<file path="src/rtl/fnvw_pkg.sv">
// Shared constants and types for the word-at-a-time FNV-1a hash engine.
package fnvw_pkg;

	// FNV-1a 64-bit offset basis
	localparam logic [63:0] FNV_BASIS = 64'hcbf29ce484222325;

	// FNV prime 0x100000001b3 split into a low 9-bit part and a single shifted one
	localparam logic [8:0] FNV_PRIME_LO  = 9'h1b3;
	localparam int unsigned FNV_PRIME_SHIFT = 40;

	// Byte counts and running total limits
	localparam logic [3:0]  FULL_BYTES = 4'd8;
	localparam logic [32:0] SEEN_MAX   = 33'h1_ffff_ffff;

	// Sequencer states, one-hot
	typedef enum logic [2:0] {
		ST_IDLE = 3'b001,
		ST_MIX  = 3'b010,
		ST_EMIT = 3'b100
	} state_t;

endpackage

</file>
<file path="src/rtl/fnvw_in_if.sv">
// Input channel: one message word per beat with start, length, count and last marks.
interface fnvw_in_if;
	logic        valid;
	logic        ready;
	logic        start_req;
	logic [31:0] total_length;
	logic [63:0] data_word;
	logic [3:0]  byte_count;
	logic        last;

	modport source (
		output valid, start_req, total_length, data_word, byte_count, last,
		input  ready
	);
	modport sink (
		input  valid, start_req, total_length, data_word, byte_count, last,
		output ready
	);
endinterface

</file>
<file path="src/rtl/fnvw_out_if.sv">
// Output channel: one folded hash and length error flag per beat.
interface fnvw_out_if;
	logic        valid;
	logic        ready;
	logic [31:0] hash_value;
	logic        length_error;

	modport source (
		output valid, hash_value, length_error,
		input  ready
	);
	modport sink (
		input  valid, hash_value, length_error,
		output ready
	);
endinterface

</file>
<file path="src/rtl/fnvw_mix_unit.sv">
// Shared FNV-1a mix step: XOR an operand into the state, multiply by the FNV prime mod 2^64.
module fnvw_mix_unit (
	input  logic [63:0] hash,
	input  logic [63:0] operand,
	output logic [63:0] mixed
);

	logic [63:0] x;
	logic [72:0] lo_prod;

	// XOR the operand in
	assign x = hash ^ operand;

	// prime = 2^40 + 0x1b3: one narrow constant product plus one shifted copy
	assign lo_prod = x * fnvw_pkg::FNV_PRIME_LO;
	assign mixed = lo_prod[63:0] + (x << fnvw_pkg::FNV_PRIME_SHIFT);

endmodule

</file>
<file path="src/rtl/fnv1a_word_hash_engine_unit.sv">
// Top level of the word-at-a-time FNV-1a 64-bit hash engine with 32-bit folded output.
//
// Messages arrive as 64-bit little-endian words on the item channel. A full word
// (byte_count of 8 or more) goes through the shared mix unit (XOR plus multiply by
// the FNV prime) whole after the accept cycle. A short word of n bytes is mixed
// byte by byte, since the same mix unit folds one byte per cycle; an empty word
// still makes an idle pass there. After an item with last set the engine loads
// the result register; if an earlier result is still waiting there, the engine
// holds until it is taken. The engine accepts no new item while a word is being
// mixed or a result waits to be loaded. The result is the 64-bit state XOR its
// upper half, low 32 bits, with a flag for a byte total that differs from the
// declared length, an oversized word, or a short word before the last one.
module fnv1a_word_hash_engine_unit (
	input  logic       clk,
	input  logic       arst_n,
	fnvw_in_if.sink    item,
	fnvw_out_if.source result
);

	fnvw_pkg::state_t state_q;

	logic [63:0] hash_q;
	logic [31:0] decl_len_q;
	logic [32:0] seen_q;
	logic        err_q;
	logic [63:0] word_q;
	logic        full_q;
	logic [3:0]  remain_q;
	logic        last_q;
	logic        res_valid_q;
	logic [31:0] res_hash_q;
	logic        res_err_q;

	logic        accept;
	logic        oversize;
	logic [3:0]  eff_count;
	logic        full_word;
	logic [32:0] seen_base;
	logic [33:0] seen_sum;
	logic [63:0] operand;
	logic [63:0] mixed;
	logic        emit_load;
	logic        final_err;

	// Accept only while the sequencer is idle
	assign item.ready = (state_q == fnvw_pkg::ST_IDLE);
	assign accept     = item.valid & item.ready;

	// Clamp oversized counts to a full word
	assign oversize  = item.byte_count > fnvw_pkg::FULL_BYTES;
	assign eff_count = oversize ? fnvw_pkg::FULL_BYTES : item.byte_count;
	assign full_word = (eff_count == fnvw_pkg::FULL_BYTES);

	// Saturating byte total
	assign seen_base = item.start_req ? 33'd0 : seen_q;
	assign seen_sum  = {1'b0, seen_base} + {30'd0, eff_count};

	// Full word goes in whole, tail bytes go in from the low byte
	assign operand = full_q ? word_q : {56'd0, word_q[7:0]};

	fnvw_mix_unit u_mix (
		.hash    (hash_q),
		.operand (operand),
		.mixed   (mixed)
	);

	// Load the result register when it is empty or being drained
	assign emit_load = (state_q == fnvw_pkg::ST_EMIT) & (~res_valid_q | result.ready);
	assign final_err = err_q | (seen_q != {1'b0, decl_len_q});

	// Sequencer and running state
	always_ff @(posedge clk or negedge arst_n) begin
		if (!arst_n) begin
			state_q    <= fnvw_pkg::ST_IDLE;
			hash_q     <= '0;
			decl_len_q <= '0;
			seen_q     <= '0;
			err_q      <= 1'b0;
			full_q     <= 1'b0;
			remain_q   <= '0;
			last_q     <= 1'b0;
		end else begin
			unique case (state_q)
				fnvw_pkg::ST_IDLE: begin
					if (accept) begin
						if (item.start_req) begin
							decl_len_q <= item.total_length;
							hash_q     <= fnvw_pkg::FNV_BASIS ^ {32'd0, item.total_length};
						end
						err_q <= (~item.start_req & err_q) | oversize |
							(~full_word & ~item.last);
						seen_q   <= seen_sum[33] ? fnvw_pkg::SEEN_MAX : seen_sum[32:0];
						full_q   <= full_word;
						remain_q <= full_word ? 4'd1 : eff_count;
						last_q   <= item.last;
						state_q  <= fnvw_pkg::ST_MIX;
					end
				end
				fnvw_pkg::ST_MIX: begin
					// One mix step per cycle until the count runs out
					if (remain_q != 4'd0) begin
						hash_q   <= mixed;
						remain_q <= remain_q - 4'd1;
					end
					if (remain_q <= 4'd1) begin
						state_q <= last_q ? fnvw_pkg::ST_EMIT : fnvw_pkg::ST_IDLE;
					end
				end
				fnvw_pkg::ST_EMIT: begin
					if (emit_load) begin
						state_q <= fnvw_pkg::ST_IDLE;
					end
				end
				default: begin
					state_q <= fnvw_pkg::ST_IDLE;
				end
			endcase
		end
	end

	// Word register: load on accept, advance one byte per tail step
	always_ff @(posedge clk) begin
		if (accept) begin
			word_q <= item.data_word;
		end else if (state_q == fnvw_pkg::ST_MIX) begin
			word_q <= word_q >> 8;
		end
	end

	// Result beat valid
	always_ff @(posedge clk or negedge arst_n) begin
		if (!arst_n) begin
			res_valid_q <= 1'b0;
		end else if (emit_load) begin
			res_valid_q <= 1'b1;
		end else if (result.ready) begin
			res_valid_q <= 1'b0;
		end
	end

	// Result payload: fold the upper half into the lower half
	always_ff @(posedge clk) begin
		if (emit_load) begin
			res_hash_q <= hash_q[31:0] ^ hash_q[63:32];
			res_err_q  <= final_err;
		end
	end

	assign result.valid        = res_valid_q;
	assign result.hash_value   = res_hash_q;
	assign result.length_error = res_err_q;

endmodule
</file>
<file path="src/flat_wrapper.sv">
// flat-port wrapper written by rule: the top's interface ports become plain ports
module fnv1a_word_hash_engine_unit_flat 
  (clk, arst_n, item_valid, item_start_req, item_total_length, item_data_word, item_byte_count, item_last, item_ready, result_valid, result_hash_value, result_length_error, result_ready);
  fnvw_in_if item_i ();
  fnvw_out_if result_i ();
  input  logic clk;
  input  logic arst_n;
  input wire logic [$bits(item_i.valid)-1:0] item_valid;
  input wire logic [$bits(item_i.start_req)-1:0] item_start_req;
  input wire logic [$bits(item_i.total_length)-1:0] item_total_length;
  input wire logic [$bits(item_i.data_word)-1:0] item_data_word;
  input wire logic [$bits(item_i.byte_count)-1:0] item_byte_count;
  input wire logic [$bits(item_i.last)-1:0] item_last;
  output wire logic [$bits(item_i.ready)-1:0] item_ready;
  output wire logic [$bits(result_i.valid)-1:0] result_valid;
  output wire logic [$bits(result_i.hash_value)-1:0] result_hash_value;
  output wire logic [$bits(result_i.length_error)-1:0] result_length_error;
  input wire logic [$bits(result_i.ready)-1:0] result_ready;
  assign item_i.valid = item_valid;
  assign item_i.start_req = item_start_req;
  assign item_i.total_length = item_total_length;
  assign item_i.data_word = item_data_word;
  assign item_i.byte_count = item_byte_count;
  assign item_i.last = item_last;
  assign item_ready = item_i.ready;
  assign result_valid = result_i.valid;
  assign result_hash_value = result_i.hash_value;
  assign result_length_error = result_i.length_error;
  assign result_i.ready = result_ready;
  fnv1a_word_hash_engine_unit u_core (.clk(clk), .arst_n(arst_n), .item(item_i), .result(result_i));
endmodule
</file>
<file path="config.mk">
export PLATFORM = sky130hd
export DESIGN_NAME = fnv1a_word_hash_engine_unit_flat
export DESIGN_NICKNAME = d
export VERILOG_FILES = /design/src/rtl/fnvw_pkg.sv /design/src/rtl/fnvw_in_if.sv /design/src/rtl/fnvw_out_if.sv /design/src/rtl/fnvw_mix_unit.sv /design/src/rtl/fnv1a_word_hash_engine_unit.sv /design/src/flat_wrapper.sv
export SDC_FILE = /design/constraint.sdc
export NUM_CORES = 1
export LEC_CHECK = 0
export BUFFER_PORTS_ARGS = -buffer_cell sky130_fd_sc_hd__buf_2
export CAP_MARGIN = 20
export CORE_MARGIN = 2
export CORE_UTILIZATION = 35
export DETAILED_ROUTE_END_ITERATION = 12
export PLACE_DENSITY_LB_ADDON = 0.15
export SLEW_MARGIN = 0
export SYNTH_ARGS = -nofsm -noshare
export SYNTH_HDL_FRONTEND = slang
export SYNTH_SLANG_ARGS = --single-unit
</file>
<file path="constraint.sdc">
create_clock -name clk -period 10.2 [get_ports clk]
set_input_delay 1.02 -clock clk [delete_from_list [all_inputs] [get_ports clk]]
set_output_delay 1.02 -clock clk [all_outputs]
set_load 0.01 [all_outputs]
</file>
Word-level counts from Yosys, hierarchy flattened
Index checks and enable logic that the tools add are counted.
{"block": "totals", "ff_bits": 237, "inputBits": 106, "output_inout_bits": 35, "wordCells": 73}
{"block": "classes", "add_sub_neg": 3, "multipliers": 1, "magnitude_cmp": 2, "eq_ne": 10, "muxes": 21, "bitwise": 15, "n_reduce_logical": 9}
{"operator": "two-way mux 64 bit", "count": 6}
{"operator": "one-hot mux 64 bit (2 select lines)", "count": 1}
{"operator": "two-way mux 33 bit", "count": 2}
{"operator": "adder 64 bit", "count": 1}
{"operator": "multiplier 64 x 9 -> 64 bit, second input constant", "count": 1}
{"operator": "XOR 64 bit", "count": 1}
{"operator": "adder 33 x 4 -> 34 bit", "count": 1}
{"operator": "inequality test 33 x 32 -> 1 bit", "count": 1}
{"operator": "XOR 32 bit", "count": 1}
{"operator": "inverter 10 -> 28 bit", "count": 1}
{"operator": "two-way mux 4 bit", "count": 4}
{"operator": "two-way mux 3 bit", "count": 4}
{"operator": "one-hot mux 3 bit (3 select lines)", "count": 1}
{"operator": "AND reduction 3 bit", "count": 3}
{"operator": "one-hot mux 4 bit (2 select lines)", "count": 1}
{"operator": "inequality test 2 x 1 -> 1 bit, second input constant", "count": 3}
{"operator": "nonzero test 2 bit", "count": 3}
{"operator": "AND 1 bit", "count": 4}
{"operator": "== test 4 bit, second input constant", "count": 1}
{"operator": "greater-than comparator 4 bit, second input constant", "count": 1}
{"operator": "<= comparator 4 x 1 -> 1 bit, second input constant", "count": 1}
{"operator": "inequality test 2 bit, second input constant", "count": 2}
{"operator": "inverter 1 bit", "count": 4}
{"operator": "OR 1 bit", "count": 4}
{"operator": "8 further kinds", "count": 9}

Depth between registers and ports, before layout
{"block": "logic_depth", "depth_word": 6, "depth_mapped": 25, "ltp_nobuf": 22}

Cells and area by module
Synthesis repeated with hierarchy kept, for this count alone.
{"block": "unflattened", "cells_unflattened": 2609, "hier_area_um2": 24119.4}
{"mod": "fnvw_mix_unit", "instances": 1, "cells_each": 1463, "area_each_um2": 12670.9, "seq_area_each_um2": 0.0}
{"mod": "fnv1a_word_hash_engine_unit", "instances": 1, "cells_each": 1146, "area_each_um2": 11448.5, "seq_area_each_um2": 6417.4}

Worst setup path after synthesis
OpenSTA, ideal clock, no wires.
{"block": "synth_timing", "path_kind": "reg2reg", "from": "reg u_core.full_q", "to": "reg u_core.hash_q[62]", "setup_time_ps": 101, "arrival_ps": 6052, "required_ps": 10099, "setup_slack_ps": 4047, "stages_incl_launch_ff": 23, "n_path_buf": 3, "period_less_slack_ps": 6153, "path_cell_list": "dfrtp_1 > clkbuf_1 > clkbuf_1 > buf_1 > nand2_1 > xnor2_1 > ha_1 > inv_1 > fa_1 > inv_1 > fa_1 > fa_1 > fa_1 > ha_1 > a21oi_1 > nand2_1 > a211oi_1 > nor2_1 > nor4b_4 > o31ai_4 > a21bo_1 > mux2_1 > nor4_1"}
{"block": "synth_via", "elab_chain_len": 6}
{"item": "from (decl)", "line": "fnv1a_word_hash_engine_unit.sv:27", "rtl": "logic full_q;"}
{"item": "from (signal assigned)", "line": "fnv1a_word_hash_engine_unit.sv:93", "rtl": "full_q <= full_word;"}
{"item": "two-way mux 64 bit *", "line": "fnv1a_word_hash_engine_unit.sv:59", "rtl": "assign operand = full_q ? word_q : {56'd0, word_q[7:0]};"}
{"item": "XOR 64 bit *", "line": "fnvw_mix_unit.sv:12", "rtl": "assign x = hash ^ operand;"}
{"item": "multiplier 64 x 9 -> 64 bit", "line": "fnvw_mix_unit.sv:15", "rtl": "assign lo_prod = x * fnvw_pkg::FNV_PRIME_LO;"}
{"item": "adder 64 bit *", "line": "fnvw_mix_unit.sv:16", "rtl": "assign mixed = lo_prod[63:0] + (x << fnvw_pkg::FNV_PRIME_SHIFT);"}
{"item": "two-way mux 64 bit *", "line": "fnv1a_word_hash_engine_unit.sv:101", "rtl": "if (remain_q != 4'd0) begin"}
{"item": "one-hot mux 64 bit (2 select lines) *", "line": "fnv1a_word_hash_engine_unit.sv:83", "rtl": "unique case (state_q)"}
{"item": "to (signal assigned)", "line": "fnv1a_word_hash_engine_unit.sv:88", "rtl": "hash_q <= fnvw_pkg::FNV_BASIS ^ {32'd0, item.total_length};"}
{"item": "to (signal assigned)", "line": "fnv1a_word_hash_engine_unit.sv:102", "rtl": "hash_q <= mixed;"}
{"item": "to (decl)", "line": "fnv1a_word_hash_engine_unit.sv:22", "rtl": "logic [63:0] hash_q;"}
Every way passes the cells marked *; elsewhere a longest branch is shown, timed or not. The select of a mux whose other input is x is not followed.
A chain may end at the register's enable or synchronous reset.

Final worst setup path
{"block": "layout_timing", "from": "reg u_core.full_q", "to": "reg u_core.hash_q[63]"}
Same word-level chain as after synthesis.

==> impl_metrics.tcl <==
set metrics [dict create \
    status "complete, no violations" \
    drc 0 \
    syn_area_um2 23600 \
    routedWlPerCell_um 22.7 \
    die_w_um 264 \
    grt_pass1_vias 19100 \
    ant_nets 0 \
    syn2layout_area_growth_pct 10.5 \
    syn_nets 3138 \
    core_um2 67000 \
    hp-class "input pin to asynchronous set/reset pin" \
    wl_met2_um 35400 \
    fmax_mhz 138 \
    rsz0062_at_grt "no" \
    synth_edf_count 97 \
    dp_hpwl_um 67300 \
    dr_wl_met3_um 6050 \
    critPathKind "register to register" \
    grt_pass1_wl_um 123000 \
    vias 18700 \
    root_buffer "clkbuf_16" \
    yosysMostFrequentCell "nand2_1" \
    cp-start-kind "register" \
    synthArstFlopShare 0.591 \
    ys_warn_count 0 \
    worstPathMaxFanout 47 \
    utilization 0.389 \
    wl_um 81900 \
    drt_first_pass_iters 6 \
    max-slew-margin-rel 0.318 \
    finalSetupViolations 0 \
    clk_pin_slew_ns 0.07 \
    yosysUniqueCellTypes 87 \
    cts_tree "built" \
    cts_made_buffers 30 \
    top_layer "met5" \
    die_height_um 264 \
    drive_above_1_share 0.0851 \
    ys_seq_elements 237 \
    synth-main-ff-cell "dfrtp_1" \
    min_period_ns 7.23 \
    rows 95 \
    worst_slew_pin_slew_ns 1.02 \
    syn_avg_cell_area_um2 9.02 \
    antenna_found_initial 1 \
    fin_nets 3224 \
    final.period_utilization 0.709 \
    cp.arrival_ns 7.68 \
    grt_overflow 0 \
    cts_setup_buffers 0 \
    hold_ws_ns 0.473 \
    cts_max_path_buffers 3 \
    start_util 0.352 \
    antennaDiodeCount 0 \
    final_max_slew_viol_count 0 \
    final-hold-violation-count 0 \
    fp.dieArea_um2 69600 \
    synth_commonest_cells "nand2_1 (459), inv_1 (415), fa_1 (227), ha_1 (188), xnor2_1 (170)" \
    io_buffers 140 \
    synth_top_cell_area_share 0.192 \
    yosysSeqAreaShare 0.272 \
    io-pin-count 141 \
    hold_buffers 0 \
    cp.required_ns 10.65 \
    clock_latency_ns 0.61 \
    h-tree-depth 1 \
    clock-sinks 237 \
    gp_congestion 0.943 \
    grt_max_degree 74 \
    dr.first_iter.drc_count 1619 \
    crit_path_end_kind "register" \
    viasPerCell 5.19 \
    finalNonFillerCells 3600 \
    track_usage 0.236 \
    synthTopCellsByArea "fa_1 (19%), dfrtp_1 (15%), edfxtp_1 (12%), ha_1 (10%), nand2_1 (7.3%)" \
    yosys.area.top_type "fa_1" \
    syn_inst 2617 \
    fin_tns_setup_ns 0 \
    maxCapViolCount 0 \
    place_inst 3544 \
    met1_length_um 38500 \
    post_cts_resized 0 \
    fin_skew_ns 0.0318 \
]
## stage by stage
step	setup slack (ns)	area (um2)
finish	2.97	26100
global route	2.64	26100
CTS	3.03	26100
detailed placement	3.07	25100
global placement	3.08	25100
floorplan	4.05	23600
## layout by cell type, fill, tap and decap left out, drive strengths merged, types with 103 or more instances in the layout
master  count
o21ai     122
nand2     460
inv       417
a21oi     149
dfrtp     139
fa        227
buf       155
nor2      103
ha        188
xnor2     170
## cells by family after synthesis
logic type / after synthesis / share of synthesized area
AOI/OAI and AO/OA: 445 / 0.117
and+or+nand+nor: 753 / 0.140
adders and majority gates: 415 / 0.292
DFF: 237 / 0.272
muxes: 8 / 0.00350
buffers and inverters: 516 / 0.0847
xor gates and xnor gates: 243 / 0.0907
## area by class of cell
class | instances | area [um2]
Clock buffer | 41 | 822
Fill cell | 6915 | 40900
Sequential cell | 237 | 6420
Inverter | 415 | 1560
Timing Repair Buffer | 155 | 827
Tap cell | 873 | 1090
Clock inverter | 15 | 129
Multi-Input combinational cell | 1864 | 15300
## critical path: stages, from the launching register on
cell and delay (ns):
dfrtp_2 0.47, buf_4 0.49, nand2_1 0.31, xnor2_1 0.36, ha_1 0.29, inv_1 0.13
fa_1 0.55, inv_1 0.06, fa_1 0.58, fa_1 0.47, fa_1 0.44, ha_1 0.50
nand3_1 0.29, nor3_1 0.37, nand2_1 0.13, nor4b_1 0.33, a221oi_1 0.23, a31o_2 0.36
o31ai_1 0.39, xor2_1 0.19, a21oi_1 0.08
## path summary, 6_finish.rpt
check                                           from                   end  slack [ns]  cells past startpoint
worst max-delay path                   u_core.full_q     u_core.hash_q[63]        2.97                     20
worst min-delay path                          arst_n     u_core.hash_q[58]        0.47                      1
worst max register to register         u_core.full_q     u_core.hash_q[63]        2.97                     20
worst min register to register  u_core.decl_len_q[4]  u_core.decl_len_q[4]        0.50                      2
max in group asynchronous                     arst_n     u_core.seen_q[16]        8.14                      2
min in group clk                u_core.decl_len_q[4]  u_core.decl_len_q[4]        0.50                      2
## per-layer routing
layer / vias to the layer above / track usage
li1: 8692 / -
met1: 9311 / 0.342
met2: 596 / 0.357
met3: 93 / 0.0542
met4: 2 / 0.0534
met5: - / 0
## sequential cells by signal (all words and copies together) (netlist names)
signal,flops
u_core.seen_q,33
u_core.result.hash_value,32
u_core.hash_q,64
u_core.result.length_error,1
u_core.full_q,1
u_core.state_q,3
u_core.decl_len_q,32
u_core.last_q,1
u_core.remain_q,4
u_core.result.valid,1
u_core.err_q,1
u_core.word_q,64
Power is not shown: default switching activity piles up to over one toggle a cycle in this logic, so the estimate is an artifact.
